### config.mk
export PLATFORM = sky130hd
export DESIGN_NAME = rgb_dawn_dusk_fader
export DESIGN_NICKNAME = d
export VERILOG_FILES = /design/src/rtl/rddf_pkg.sv /design/src/rtl/rddf_ctrl.sv /design/src/rtl/rddf_dp.sv /design/src/rtl/rgb_dawn_dusk_fader.sv
export SDC_FILE = /design/constraint.sdc
export NUM_CORES = 2
export LEC_CHECK = 0
export ABC_AREA = 1
export ABC_CLOCK_PERIOD_IN_PS = 14800
export BUFFER_PORTS_ARGS = -buffer_cell sky130_fd_sc_hd__buf_2
export CAP_MARGIN = 15
export CORE_ASPECT_RATIO = 1.2
export CORE_MARGIN = 8
export CORE_UTILIZATION = 50
export CTS_BUF_LIST = sky130_fd_sc_hd__clkbuf_8
export CTS_CLUSTER_DIAMETER = 80
export DETAILED_ROUTE_END_ITERATION = 12
export PLACE_DENSITY = 0.66
export SYNTH_ARGS = -nofsm -noshare
export SYNTH_HDL_FRONTEND = slang
export SYNTH_SLANG_ARGS = --single-unit
### constraint.sdc
create_clock -name clk_i -period 14.8 [get_ports clk_i]
set_clock_uncertainty 0.15 [all_clocks]
set_input_delay 0.74 -clock clk_i [delete_from_list [all_inputs] [get_ports clk_i]]
set_output_delay 0.74 -clock clk_i [all_outputs]
set_load 0.02 [all_outputs]
### src/rtl/rddf_pkg.sv
// Shared types and constants for the dawn/dusk LED fader.
// Command and register codes, sequencer ops, fixed-point constants.
// No dependencies.
`default_nettype none

package rddf_pkg;

  localparam int unsigned UPDATE_INTERVAL_MS = 20;
  localparam int unsigned PWM_BITS           = 12;

  localparam int unsigned LVL_W = 12;
  localparam int unsigned MS_W  = 26;
  localparam int unsigned PCT_W = 7;
  localparam int unsigned CFG_W = 26;
  localparam int unsigned NUM_CH = 3;

  localparam logic [LVL_W-1:0] LEVEL_CAP =
      (PWM_BITS >= LVL_W) ? {LVL_W{1'b1}} : LVL_W'((1 << PWM_BITS) - 1);
  localparam logic [15:0] UPD_INTERVAL = 16'(UPDATE_INTERVAL_MS);

  // Divider produces a Q16 progress value, one quotient bit per cycle
  localparam int unsigned DIV_STEPS = 16;
  localparam logic [3:0]  DIV_LAST  = 4'(DIV_STEPS - 1);

  localparam logic [1:0] CH_WHITE = 2'd0;
  localparam logic [1:0] CH_RED   = 2'd1;
  localparam logic [1:0] CH_BLUE  = 2'd2;

  // Q16 fixed-point constants
  localparam logic [16:0] Q16_ONE   = 17'h10000;
  localparam logic [17:0] Q16_THREE = 18'd196608;
  localparam logic [18:0] P5_ONE    = 19'd65536;
  localparam logic [18:0] P5_TWO    = 19'd131072;
  localparam logic [18:0] P5_THREE  = 19'd196608;
  localparam logic [18:0] P5_FOUR   = 19'd262144;

  // Reciprocals: x/3 = (x*RECIP3)>>19 for x<2^18, x/100 = (x*RECIP100)>>26 for x<2^19
  localparam logic [19:0] RECIP3   = 20'd174763;
  localparam logic [19:0] RECIP100 = 20'd671089;
  localparam logic [PCT_W-1:0] PCT_MAX = 7'd100;

  localparam logic [LVL_W-1:0] MAX_WHITE_RST  = 12'd3000;
  localparam logic [LVL_W-1:0] MAX_RED_RST    = 12'd2500;
  localparam logic [LVL_W-1:0] MAX_BLUE_RST   = 12'd2000;
  localparam logic [MS_W-1:0]  SUNRISE_MS_RST = 26'd30000;
  localparam logic [MS_W-1:0]  SUNSET_MS_RST  = 26'd45000;

  typedef enum logic [2:0] {
    CMD_TICK       = 3'd0,
    CMD_SET_LEVELS = 3'd1,
    CMD_SUNRISE    = 3'd2,
    CMD_SUNSET     = 3'd3,
    CMD_STOP       = 3'd4,
    CMD_OFF        = 3'd5
  } cmd_e;

  typedef enum logic [2:0] {
    CFG_MAX_WHITE  = 3'd0,
    CFG_MAX_RED    = 3'd1,
    CFG_MAX_BLUE   = 3'd2,
    CFG_SUNRISE_MS = 3'd3,
    CFG_SUNSET_MS  = 3'd4
  } cfg_idx_e;

  typedef enum logic [3:0] {
    OP_NONE,
    OP_LOAD,
    OP_EXEC,
    OP_DIV,
    OP_RAMP,
    OP_SQ,
    OP_CUBE,
    OP_LVL,
    OP_WB,
    OP_PCT,
    OP_PCTDIV,
    OP_PCTWB,
    OP_OUT
  } dp_op_e;

  typedef enum logic [3:0] {
    ST_IDLE,
    ST_EXEC,
    ST_DIV,
    ST_RAMP,
    ST_SQ,
    ST_CUBE,
    ST_LVL,
    ST_WB,
    ST_PCT,
    ST_PCTDIV,
    ST_PCTWB,
    ST_FIN
  } state_e;

  typedef struct packed {
    dp_op_e     op;
    logic [1:0] ch;
  } dp_ctl_t;

  typedef struct packed {
    logic go_div;
    logic go_set;
  } dp_sts_t;

endpackage

`default_nettype wire

### src/rtl/rddf_ctrl.sv
// Sequencer state machine for the fader: steps the datapath through
// command execution, progress division and per-channel easing.
// Depends on rddf_pkg.
`default_nettype none

module rddf_ctrl
  import rddf_pkg::*;
(
  input  wire logic    clk_i,
  input  wire logic    rst_ni,
  input  wire logic    in_valid_i,
  output logic         in_stall_o,
  output logic         out_valid_o,
  input  wire logic    out_stall_i,
  input  wire dp_sts_t sts_i,
  output dp_ctl_t      ctl_o
);

  state_e     state_q, state_d;
  logic [3:0] cnt_q, cnt_d;
  logic [1:0] ch_q, ch_d;
  logic       out_valid_q, out_valid_d;
  logic       out_free;

  assign out_free = !out_valid_q || !out_stall_i;

  always_comb begin : next_state
    state_d = state_q;
    cnt_d   = cnt_q;
    ch_d    = ch_q;
    unique case (state_q)
      ST_IDLE: begin
        if (in_valid_i) state_d = ST_EXEC;
      end
      ST_EXEC: begin
        cnt_d = '0;
        ch_d  = CH_WHITE;
        priority if (sts_i.go_div) state_d = ST_DIV;
        else if (sts_i.go_set)     state_d = ST_PCT;
        else                       state_d = ST_FIN;
      end
      ST_DIV: begin
        cnt_d = cnt_q + 4'd1;
        if (cnt_q == DIV_LAST) state_d = ST_RAMP;
      end
      ST_RAMP: state_d = ST_SQ;
      ST_SQ:   state_d = ST_CUBE;
      ST_CUBE: state_d = ST_LVL;
      ST_LVL:  state_d = ST_WB;
      ST_WB: begin
        if (ch_q == CH_BLUE) begin
          state_d = ST_FIN;
        end else begin
          ch_d    = ch_q + 2'd1;
          state_d = ST_RAMP;
        end
      end
      ST_PCT:    state_d = ST_PCTDIV;
      ST_PCTDIV: state_d = ST_PCTWB;
      ST_PCTWB: begin
        if (ch_q == CH_BLUE) begin
          state_d = ST_FIN;
        end else begin
          ch_d    = ch_q + 2'd1;
          state_d = ST_PCT;
        end
      end
      ST_FIN: begin
        if (out_free) state_d = ST_IDLE;
      end
      default: state_d = ST_IDLE;
    endcase
  end

  always_comb begin : outputs
    ctl_o.ch    = ch_q;
    ctl_o.op    = OP_NONE;
    in_stall_o  = (state_q != ST_IDLE);
    out_valid_d = out_valid_q && out_stall_i;
    unique case (state_q)
      ST_IDLE:   ctl_o.op = in_valid_i ? OP_LOAD : OP_NONE;
      ST_EXEC:   ctl_o.op = OP_EXEC;
      ST_DIV:    ctl_o.op = OP_DIV;
      ST_RAMP:   ctl_o.op = OP_RAMP;
      ST_SQ:     ctl_o.op = OP_SQ;
      ST_CUBE:   ctl_o.op = OP_CUBE;
      ST_LVL:    ctl_o.op = OP_LVL;
      ST_WB:     ctl_o.op = OP_WB;
      ST_PCT:    ctl_o.op = OP_PCT;
      ST_PCTDIV: ctl_o.op = OP_PCTDIV;
      ST_PCTWB:  ctl_o.op = OP_PCTWB;
      ST_FIN: begin
        // hold the result until the output register frees up
        if (out_free) begin
          ctl_o.op    = OP_OUT;
          out_valid_d = 1'b1;
        end
      end
      default:   ctl_o.op = OP_NONE;
    endcase
  end

  assign out_valid_o = out_valid_q;

  always_ff @(posedge clk_i or negedge rst_ni) begin
    if (!rst_ni) begin
      state_q     <= ST_IDLE;
      cnt_q       <= '0;
      ch_q        <= CH_WHITE;
      out_valid_q <= 1'b0;
    end else begin
      state_q     <= state_d;
      cnt_q       <= cnt_d;
      ch_q        <= ch_d;
      out_valid_q <= out_valid_d;
    end
  end

endmodule

`default_nettype wire

### src/rtl/rddf_dp.sv
// Datapath of the fader: config and fade state, bit-serial progress divider,
// one shared 20x20 multiplier for ramps, easing and level scaling.
// Depends on rddf_pkg; driven by rddf_ctrl.
`default_nettype none

module rddf_dp
  import rddf_pkg::*;
(
  input  wire logic             clk_i,
  input  wire logic             rst_ni,
  input  wire dp_ctl_t          ctl_i,
  output dp_sts_t               sts_o,
  input  wire logic             cfg_we_i,
  input  wire logic [2:0]       cfg_idx_i,
  input  wire logic [CFG_W-1:0] cfg_wdata_i,
  input  wire logic [2:0]       cmd_i,
  input  wire logic [PCT_W-1:0] white_pct_i,
  input  wire logic [PCT_W-1:0] red_pct_i,
  input  wire logic [PCT_W-1:0] blue_pct_i,
  output logic [LVL_W-1:0]      pwm_white_o,
  output logic [LVL_W-1:0]      pwm_red_o,
  output logic [LVL_W-1:0]      pwm_blue_o,
  output logic                  fading_o,
  output logic                  accepted_o,
  output logic                  finished_o,
  output logic                  finished_sunrise_o,
  output logic [MS_W-1:0]       remaining_ms_o
);

  typedef enum logic [2:0] {
    RAMP_ZERO,
    RAMP_ONE,
    RAMP_PASS,
    RAMP_DIV2,
    RAMP_DIV3
  } ramp_e;

  // configuration
  logic [LVL_W-1:0] max_q [NUM_CH];
  logic [LVL_W-1:0] max_d [NUM_CH];
  logic [MS_W-1:0]  rise_ms_q, rise_ms_d, set_ms_q, set_ms_d;

  // fade state
  logic [LVL_W-1:0] tgt_q [NUM_CH];
  logic [LVL_W-1:0] tgt_d [NUM_CH];
  logic [LVL_W-1:0] cur_q [NUM_CH];
  logic [LVL_W-1:0] cur_d [NUM_CH];
  logic [LVL_W-1:0] start_q [NUM_CH];
  logic [LVL_W-1:0] start_d [NUM_CH];
  logic             active_q, active_d, rise_q, rise_d, upd_once_q, upd_once_d;
  logic [MS_W-1:0]  elapsed_q, elapsed_d;
  logic [15:0]      since_q, since_d;
  logic             acc_q, acc_d, fin_q, fin_d, finrise_q, finrise_d;

  // item and working registers
  logic [2:0]       cmd_q;
  logic [PCT_W-1:0] pct_q [NUM_CH];
  logic [MS_W-1:0]  rem_q;
  logic [15:0]      quo_q;
  logic [17:0]      x_q;
  ramp_e            kind_q;
  logic [16:0]      t_q;
  logic [39:0]      prod_q;

  // result register
  logic [LVL_W-1:0] pwm_q [NUM_CH];
  logic             fading_q, acc_out_q, fin_out_q, finrise_out_q;
  logic [MS_W-1:0]  remain_q;

  logic [MS_W-1:0]  dur, elap_inc;
  logic [15:0]      since_inc;
  logic             upd, done;
  logic [MS_W:0]    rem_sh;
  logic             div_ge;
  logic [18:0]      p5;
  logic [17:0]      ramp_x;
  ramp_e            ramp_kind;
  logic [16:0]      t_sel, lvl_e, lvl_f;
  logic [17:0]      cube_b;
  logic [LVL_W-1:0] lvl_base;
  logic [PCT_W-1:0] pct_c;
  logic [19:0]      mul_a, mul_b;
  logic [39:0]      mul_p;
  logic             mul_en;
  logic [MS_W-1:0]  remain;
  logic [LVL_W-1:0] cap [NUM_CH];
  logic [LVL_W-1:0] pwm_v [NUM_CH];

  assign dur       = rise_q ? rise_ms_q : set_ms_q;
  assign elap_inc  = (elapsed_q == {MS_W{1'b1}}) ? elapsed_q : elapsed_q + 26'd1;
  assign since_inc = (since_q == 16'hFFFF) ? since_q : since_q + 16'd1;
  assign upd       = !upd_once_q || (since_inc >= UPD_INTERVAL);
  assign done      = elap_inc >= dur;

  assign sts_o.go_div = (cmd_q == CMD_TICK) && active_q && upd && !done;
  assign sts_o.go_set = (cmd_q == CMD_SET_LEVELS);

  // Restoring divider step: remainder stays below the duration
  assign rem_sh = {rem_q, 1'b0};
  assign div_ge = rem_sh >= {1'b0, dur};

  // Staggered ramp per channel, numerator and shape
  assign p5 = {1'b0, quo_q, 2'b00} + {3'b000, quo_q};

  always_comb begin : ramp_select
    ramp_x    = '0;
    ramp_kind = RAMP_ZERO;
    unique case (ctl_i.ch)
      CH_WHITE: begin
        if (p5 <= P5_ONE) begin
          ramp_kind = RAMP_ZERO;
        end else if (p5 <= P5_FOUR) begin
          ramp_kind = RAMP_DIV3;
          ramp_x    = 18'(p5 - P5_ONE);
        end else begin
          ramp_kind = RAMP_ONE;
        end
      end
      CH_RED: begin
        if (rise_q) begin
          ramp_kind = RAMP_PASS;
          ramp_x    = {2'b00, quo_q};
        end else if (p5 <= P5_TWO) begin
          ramp_kind = RAMP_ZERO;
        end else begin
          ramp_kind = RAMP_DIV3;
          ramp_x    = 18'(p5 - P5_TWO);
        end
      end
      default: begin
        if (rise_q) begin
          if (p5 <= P5_THREE) begin
            ramp_kind = RAMP_ZERO;
          end else begin
            ramp_kind = RAMP_DIV2;
            ramp_x    = 18'(p5 - P5_THREE);
          end
        end else if (p5 <= P5_THREE) begin
          ramp_kind = RAMP_DIV3;
          ramp_x    = 18'(p5);
        end else begin
          ramp_kind = RAMP_ONE;
        end
      end
    endcase
  end

  always_comb begin : t_select
    unique case (kind_q)
      RAMP_ZERO: t_sel = '0;
      RAMP_ONE:  t_sel = Q16_ONE;
      RAMP_PASS: t_sel = x_q[16:0];
      RAMP_DIV2: t_sel = x_q[17:1];
      RAMP_DIV3: t_sel = prod_q[35:19];
      default:   t_sel = '0;
    endcase
  end

  assign cube_b   = Q16_THREE - {t_q, 1'b0};
  assign lvl_e    = prod_q[32:16];
  assign lvl_f    = rise_q ? lvl_e : Q16_ONE - lvl_e;
  assign lvl_base = rise_q ? tgt_q[ctl_i.ch] : start_q[ctl_i.ch];
  assign pct_c    = (pct_q[ctl_i.ch] > PCT_MAX) ? PCT_MAX : pct_q[ctl_i.ch];

  // Shared multiplier operand select
  always_comb begin : mul_select
    mul_a  = '0;
    mul_b  = '0;
    mul_en = 1'b1;
    unique case (ctl_i.op)
      OP_RAMP: begin
        mul_a = {2'b00, ramp_x};
        mul_b = RECIP3;
      end
      OP_SQ: begin
        mul_a = {3'b000, t_sel};
        mul_b = {3'b000, t_sel};
      end
      OP_CUBE: begin
        mul_a = {3'b000, prod_q[32:16]};
        mul_b = {2'b00, cube_b};
      end
      OP_LVL: begin
        mul_a = {8'd0, lvl_base};
        mul_b = {3'b000, lvl_f};
      end
      OP_PCT: begin
        mul_a = {13'd0, pct_c};
        mul_b = {8'd0, max_q[ctl_i.ch]};
      end
      OP_PCTDIV: begin
        mul_a = {1'b0, prod_q[18:0]};
        mul_b = RECIP100;
      end
      default: mul_en = 1'b0;
    endcase
  end

  assign mul_p = {20'd0, mul_a} * {20'd0, mul_b};

  always_comb begin : state_next
    max_d      = max_q;
    rise_ms_d  = rise_ms_q;
    set_ms_d   = set_ms_q;
    tgt_d      = tgt_q;
    cur_d      = cur_q;
    start_d    = start_q;
    active_d   = active_q;
    rise_d     = rise_q;
    upd_once_d = upd_once_q;
    elapsed_d  = elapsed_q;
    since_d    = since_q;
    acc_d      = acc_q;
    fin_d      = fin_q;
    finrise_d  = finrise_q;

    if (cfg_we_i) begin
      unique case (cfg_idx_i)
        CFG_MAX_WHITE:  max_d[0]  = cfg_wdata_i[LVL_W-1:0];
        CFG_MAX_RED:    max_d[1]  = cfg_wdata_i[LVL_W-1:0];
        CFG_MAX_BLUE:   max_d[2]  = cfg_wdata_i[LVL_W-1:0];
        CFG_SUNRISE_MS: rise_ms_d = cfg_wdata_i;
        CFG_SUNSET_MS:  set_ms_d  = cfg_wdata_i;
        default: ;
      endcase
    end

    unique case (ctl_i.op)
      OP_LOAD: begin
        acc_d     = 1'b0;
        fin_d     = 1'b0;
        finrise_d = 1'b0;
      end
      OP_EXEC: begin
        unique case (cmd_q)
          CMD_TICK: begin
            if (active_q) begin
              elapsed_d = elap_inc;
              since_d   = since_inc;
              if (upd) begin
                since_d    = '0;
                upd_once_d = 1'b1;
                if (done) begin
                  cur_d     = tgt_q;
                  active_d  = 1'b0;
                  fin_d     = 1'b1;
                  finrise_d = rise_q;
                end
              end
            end
          end
          CMD_SUNRISE: begin
            if (!active_q) begin
              for (int i = 0; i < NUM_CH; i++) begin
                start_d[i] = '0;
                cur_d[i]   = '0;
              end
              active_d   = 1'b1;
              rise_d     = 1'b1;
              elapsed_d  = '0;
              since_d    = '0;
              upd_once_d = 1'b0;
              acc_d      = 1'b1;
            end
          end
          CMD_SUNSET: begin
            if (!active_q) begin
              for (int i = 0; i < NUM_CH; i++) begin
                start_d[i] = cur_q[i];
                tgt_d[i]   = '0;
              end
              active_d   = 1'b1;
              rise_d     = 1'b0;
              elapsed_d  = '0;
              since_d    = '0;
              upd_once_d = 1'b0;
              acc_d      = 1'b1;
            end
          end
          CMD_STOP: active_d = 1'b0;
          CMD_OFF: begin
            active_d = 1'b0;
            for (int i = 0; i < NUM_CH; i++) begin
              tgt_d[i] = '0;
              cur_d[i] = '0;
            end
          end
          default: ;
        endcase
      end
      OP_WB: cur_d[ctl_i.ch] = prod_q[27:16];
      OP_PCTWB: begin
        tgt_d[ctl_i.ch] = prod_q[37:26];
        if (!active_q) cur_d[ctl_i.ch] = prod_q[37:26];
      end
      default: ;
    endcase
  end

  always_ff @(posedge clk_i or negedge rst_ni) begin
    if (!rst_ni) begin
      max_q[0]   <= MAX_WHITE_RST;
      max_q[1]   <= MAX_RED_RST;
      max_q[2]   <= MAX_BLUE_RST;
      rise_ms_q  <= SUNRISE_MS_RST;
      set_ms_q   <= SUNSET_MS_RST;
      for (int i = 0; i < NUM_CH; i++) begin
        tgt_q[i]   <= '0;
        cur_q[i]   <= '0;
        start_q[i] <= '0;
      end
      active_q   <= 1'b0;
      rise_q     <= 1'b0;
      upd_once_q <= 1'b0;
      elapsed_q  <= '0;
      since_q    <= '0;
      acc_q      <= 1'b0;
      fin_q      <= 1'b0;
      finrise_q  <= 1'b0;
    end else begin
      max_q      <= max_d;
      rise_ms_q  <= rise_ms_d;
      set_ms_q   <= set_ms_d;
      tgt_q      <= tgt_d;
      cur_q      <= cur_d;
      start_q    <= start_d;
      active_q   <= active_d;
      rise_q     <= rise_d;
      upd_once_q <= upd_once_d;
      elapsed_q  <= elapsed_d;
      since_q    <= since_d;
      acc_q      <= acc_d;
      fin_q      <= fin_d;
      finrise_q  <= finrise_d;
    end
  end

  // Result values
  assign remain = (active_q && (elapsed_q < dur)) ? dur - elapsed_q : '0;

  always_comb begin : clamp
    for (int i = 0; i < NUM_CH; i++) begin
      cap[i]   = (max_q[i] > LEVEL_CAP) ? LEVEL_CAP : max_q[i];
      pwm_v[i] = (cur_q[i] > cap[i]) ? cap[i] : cur_q[i];
    end
  end

  always_ff @(posedge clk_i) begin
    if (ctl_i.op == OP_LOAD) begin
      cmd_q    <= cmd_i;
      pct_q[0] <= white_pct_i;
      pct_q[1] <= red_pct_i;
      pct_q[2] <= blue_pct_i;
    end
    if (ctl_i.op == OP_EXEC) begin
      rem_q <= elap_inc;
      quo_q <= '0;
    end
    if (ctl_i.op == OP_DIV) begin
      rem_q <= div_ge ? MS_W'(rem_sh - {1'b0, dur}) : rem_sh[MS_W-1:0];
      quo_q <= {quo_q[14:0], div_ge};
    end
    if (ctl_i.op == OP_RAMP) begin
      x_q    <= ramp_x;
      kind_q <= ramp_kind;
    end
    if (ctl_i.op == OP_SQ) t_q <= t_sel;
    if (mul_en) prod_q <= mul_p;
    if (ctl_i.op == OP_OUT) begin
      pwm_q         <= pwm_v;
      fading_q      <= active_q;
      acc_out_q     <= acc_q;
      fin_out_q     <= fin_q;
      finrise_out_q <= finrise_q;
      remain_q      <= remain;
    end
  end

  assign pwm_white_o        = pwm_q[0];
  assign pwm_red_o          = pwm_q[1];
  assign pwm_blue_o         = pwm_q[2];
  assign fading_o           = fading_q;
  assign accepted_o         = acc_out_q;
  assign finished_o         = fin_out_q;
  assign finished_sunrise_o = finrise_out_q;
  assign remaining_ms_o     = remain_q;

endmodule

`default_nettype wire

### src/rtl/rgb_dawn_dusk_fader.sv
// Top level of the three-channel dawn/dusk LED fader.
// Joins the sequencer (rddf_ctrl) and the datapath (rddf_dp); uses rddf_pkg.
//
//   Port group   Direction  Handshake                Payload
//   in           input      in_valid_i / in_stall_o  cmd_i, white/red/blue_pct_i
//   out          output     out_valid_o / out_stall_i pwm_*_o, fading_o, accepted_o,
//                                                    finished_o, finished_sunrise_o,
//                                                    remaining_ms_o
//   cfg          input      cfg_we_i                 cfg_idx_i, cfg_wdata_i
//
// One item at a time. A tick that recomputes levels executes, runs the bit-serial
// progress divider, takes each channel through ramp, square, cube, level and
// write-back on the shared multiplier, then loads the result. Set levels scales each
// channel by its percentage; other commands just execute. Input frees after the load.
// Reset clears all levels and loads the default maxima and durations. The next item
// is taken while a result waits under out_stall_i; its result holds until then.
`default_nettype none

module rgb_dawn_dusk_fader
  import rddf_pkg::*;
(
  input  wire logic             clk_i,
  input  wire logic             rst_ni,
  input  wire logic             in_valid_i,
  output logic                  in_stall_o,
  input  wire logic [2:0]       cmd_i,
  input  wire logic [PCT_W-1:0] white_pct_i,
  input  wire logic [PCT_W-1:0] red_pct_i,
  input  wire logic [PCT_W-1:0] blue_pct_i,
  output logic                  out_valid_o,
  input  wire logic             out_stall_i,
  output logic [LVL_W-1:0]      pwm_white_o,
  output logic [LVL_W-1:0]      pwm_red_o,
  output logic [LVL_W-1:0]      pwm_blue_o,
  output logic                  fading_o,
  output logic                  accepted_o,
  output logic                  finished_o,
  output logic                  finished_sunrise_o,
  output logic [MS_W-1:0]       remaining_ms_o,
  input  wire logic             cfg_we_i,
  input  wire logic [2:0]       cfg_idx_i,
  input  wire logic [CFG_W-1:0] cfg_wdata_i
);

  dp_ctl_t ctl;
  dp_sts_t sts;

  rddf_ctrl u_ctrl (
    .clk_i       (clk_i),
    .rst_ni      (rst_ni),
    .in_valid_i  (in_valid_i),
    .in_stall_o  (in_stall_o),
    .out_valid_o (out_valid_o),
    .out_stall_i (out_stall_i),
    .sts_i       (sts),
    .ctl_o       (ctl)
  );

  rddf_dp u_dp (
    .clk_i              (clk_i),
    .rst_ni             (rst_ni),
    .ctl_i              (ctl),
    .sts_o              (sts),
    .cfg_we_i           (cfg_we_i),
    .cfg_idx_i          (cfg_idx_i),
    .cfg_wdata_i        (cfg_wdata_i),
    .cmd_i              (cmd_i),
    .white_pct_i        (white_pct_i),
    .red_pct_i          (red_pct_i),
    .blue_pct_i         (blue_pct_i),
    .pwm_white_o        (pwm_white_o),
    .pwm_red_o          (pwm_red_o),
    .pwm_blue_o         (pwm_blue_o),
    .fading_o           (fading_o),
    .accepted_o         (accepted_o),
    .finished_o         (finished_o),
    .finished_sunrise_o (finished_sunrise_o),
    .remaining_ms_o     (remaining_ms_o)
  );

  // A completed fade is no longer running
  a_fin_not_fading : assert property (@(posedge clk_i) disable iff (!rst_ni)
    out_valid_o && finished_o |-> !fading_o)
    else $error("finished result still reports fading");

  a_idle_no_remaining : assert property (@(posedge clk_i) disable iff (!rst_ni)
    out_valid_o && !fading_o |-> remaining_ms_o == '0)
    else $error("remaining time nonzero while idle");

  a_accept_starts : assert property (@(posedge clk_i) disable iff (!rst_ni)
    out_valid_o && accepted_o |-> fading_o && !finished_o)
    else $error("accepted start did not leave a fade running");

  a_busy_after_transfer : assert property (@(posedge clk_i) disable iff (!rst_ni)
    in_valid_i && !in_stall_o |=> in_stall_o)
    else $error("input taken again before the item was processed");

endmodule

`default_nettype wire

==> qor.yml <==
status:
  status: "finished, final reports clean"
logic_synthesis:
  yosysTopAreaCell: "edfxtp_1"
  yosys-top-cells-count: "nand2_1, inv_1, o21ai_0, a21oi_1, nor2_1"
  synthTopCellsByArea: "edfxtp_1, fa_1, dfrtp_1"
  syn_avg_cell_area_um2: 8.030
  syn-cell-area_um2: 40730
  synth_cell_types: 69
  ys.flop_type: "dfrtp_1"
  postSynthCellCount: 5072
  yosysMostFrequentCell: "nand2_1"
  ys_seq_area_share_pct: 31.11
  synth-async-reset-ratio_pct: 55.08
  ys_seq_elements: 463
  yosys_warnings: 0
  synth_top_area_share_pct: 15.34
  synth_edf_count: 208
job:
  max_cap_violations: 0
drt:
  routed_wl_um: 133400
  wl_met1_um: 52400
  drt-initial-drc-count: 3181
  via_per_inst: 5.676
  wl_per_cell_um: 21.25
  post-route-drc-count: 0
  met2WireLength_um: 63550
  dr.max_layer_used: "met5"
  vias: 35640
  ant_nets: 0
  wl_met3_um: 9570
  drtPass1Iterations: 7
finish:
  area_growth_pct: 7.939
  final.fill_count: 7726
  num-nets-final: 5789
  design_area_um2: 43960
  drive_gt1_share_pct: 9.610
placement:
  place_ws_ns: 4.965
  hpwl_um: 104800
  port_buffers: 125
  placed_area_um2: 42530
  gp_congestion: 1.018
setup_path:
  cpMaxStageDelayCell: "ha_1"
  startpoint_type: "flip-flop"
  crit_top_cell: "inv_1"
  path_max_fanout: 44
  critPathCaptureType: "flip-flop"
  cp.required_ns: 15.17
  slowest_delay_ns: 0.81
  critical_path_class: "reg -> reg"
  arrival_ns: 10.37
timing:
  hold_viol: 0
  relSlewSlack_pct: 21.06
  fin_ws_ns: 4.803
  worst_pin_slew_ns: 1.184
  drv_slew: 0
  fmax_mhz: 100.0
  finalSetupViolCount: 0
  grt_setup_unrepaired: "false"
  period_minus_slack_ns: 9.997
  finalCritPeriodShare_pct: 67.55
  tns_ns: 0
floorplanning:
  core_area_um2: 80590
  start_util_pct: 50.54
  die_h_um: 328.6
  die_width_um: 276.5
  ioPinCount: 126
  dieArea_um2: 90880
  rows: 114
global_route:
  grt_pass1_vias: 34890
  grt_max_degree: 188
  overflow: 0
  track_usage_pct: 28.83
  antenna_found_initial: 2
  grt_pass1_wl_um: 204100
power_and_ir_drop:
  power-per-cell-area_nw_per_um2: 207.3
  peakVddDrop_mv: 0.08879
  report.power.total_w: 0.009112
  p_leak_nw: 21.24
clocking:
  numClockSinks: 463
  cts-htree-levels: 3
  clk_pin_slew_worst_paths_ns: 0.07
  insertion_delay_ns: 0.69
  cts_buffer_depth: 3
  root_buffer: "clkbuf_8"
  cts_tree: "built"
  cts_buffers: 75
worst_hold_path:
  worstHoldPathType: "in -> reg"
worst max-delay path: cells and delay by family, from the launching register on:
kind / cells / cell delay, ns
AND/OR/NAND/NOR: 7 / 1.58
flip-flops: 1 / 0.36
XOR/XNOR: 1 / 0.27
adder cells (fa/ha/maj): 8 / 3.88
buffers and inverters: 7 / 1.52
AO/OA/AOI/OAI: 7 / 2.01
metrics by stage:
| step | hold slack, ns | utilization, % | instances |
|---|---|---|---|
| after floorplan | 0.2753 | - | 5081 |
| after global placement | 0.2826 | 52.77 | 6140 |
| after detailed placement | 0.2949 | 52.77 | 6140 |
| after CTS | 0.02558 | 54.54 | 6278 |
| after global routing | 0.05777 | 54.55 | 6279 |
| final | 0.07403 | 54.55 | 6279 |
metal layers:
layer	GRT usage [%]	vias up
met5	0	-
met2	48.72	1553
met1	35.58	17010
met4	15.99	2
li1	-	16710
met3	3.972	363
cell families after synthesis:
kind of cell	Yosys count	share of synthesized area, %
AO/OA/AOI/OAI	1068	14.61
AND/OR/NAND/NOR	1788	19.29
flip-flops	463	31.11
XOR/XNOR	89	1.914
other	2	0.01844
buffers and inverters	1104	10.60
adder cells (fa/ha/maj)	557	22.44
multiplexers	1	0.02458
power breakdown:
| group | switching, W | total, W | leakage [nW] | internal [W] |
|---|---|---|---|---|
| Clock | 0.000557 | 0.00110 | 0.828 | 0.000538 |
| Combinational | 0.00404 | 0.00585 | 15.1 | 0.00181 |
| Sequential | 0.000293 | 0.00216 | 5.29 | 0.00187 |
| Total | 0.00489 | 0.00911 | 21.2 | 0.00422 |
repair_timing:
item,4_1_cts,5_1_grt
hold buffers,1,0
buffers inserted,0,0
endpoints found under the hold margin,64,0
resized for setup,0,0
path summary, 6_finish.rpt:
path                                                        to  slack (ns)  depth (start not counted)                       start
worst min-delay path                u_dp.pct_q[2][1]$_DFFE_PP_        0.07                          1               blue_pct_i[1]
min in group asynchronous       u_dp.elapsed_q[20]$_DFFE_PN0P_        0.47                          2                      rst_ni
worst min register to register       u_dp.accepted_o$_DFFE_PN_        0.30                          0      u_dp.acc_q$_DFFE_PN0P_
worst max register to register       u_dp.prod_q[22]$_DFFE_PN_        4.80                         30  u_ctrl.ch_q[0]$_DFFE_PN0P_
worst max-delay path                 u_dp.prod_q[22]$_DFFE_PN_        4.80                         30  u_ctrl.ch_q[0]$_DFFE_PN0P_
max in group asynchronous           u_dp.tgt_q[14]$_DFFE_PN0P_       12.47                          3                      rst_ni
flip-flops by register name (all words and copies together) (netlist names), 17 cells and up:
register / count
u_dp.set_ms_q: 26
u_dp.x_q: 18
u_dp.t_q: 17
u_dp.start_q: 36
u_dp.elapsed_q: 26
u_dp.rise_ms_q: 26
u_dp.prod_q: 38
u_dp.remaining_ms_o: 26
u_dp.tgt_q: 36
u_dp.pct_q: 21
u_dp.rem_q: 26
u_dp.cur_q: 36
u_dp.max_q: 36
cell type report:
| type | count | area, um2 | share of cell area, % |
|---|---|---|---|
| clock inverters | 61 | 371.6 | 0.8453 |
| repair buffers | 190 | 1139 | 2.590 |
| multi-input cells | 3514 | 23930 | 54.43 |
| diodes | 1 | 2.502 | 0.005692 |
| well taps | 1044 | 1306 | 2.971 |
| clock buffers | 76 | 1046 | 2.379 |
| inverters | 930 | 3496 | 7.952 |
| flip-flops and latches | 463 | 12670 | 28.82 |
cell usage in the layout (no fill, tap or decap), types with 11 or more instances in the layout:
cell type,instances
a21oi_1,354
a21oi_2,19
and2_1,19
buf_2,124
buf_4,63
clkbuf_8,76
clkinv_1,21
conb_1,11
dfrtp_1,220
dfstp_2,34
edfxtp_1,208
fa_1,289
ha_1,268
inv_1,942
nand2_1,981
nand2_2,37
nand3_1,225
nand3_2,14
nand3b_1,11
nand4_1,51
nor2_1,293
nor2_2,18
nor3_1,43
nor3_2,11
nor4_1,14
o211ai_1,44
o21ai_0,489
o22ai_1,61
o32ai_1,21
or2_2,42
xnor2_1,29
xor2_1,60
No activity file was read; power rests on OpenSTA's default activity.
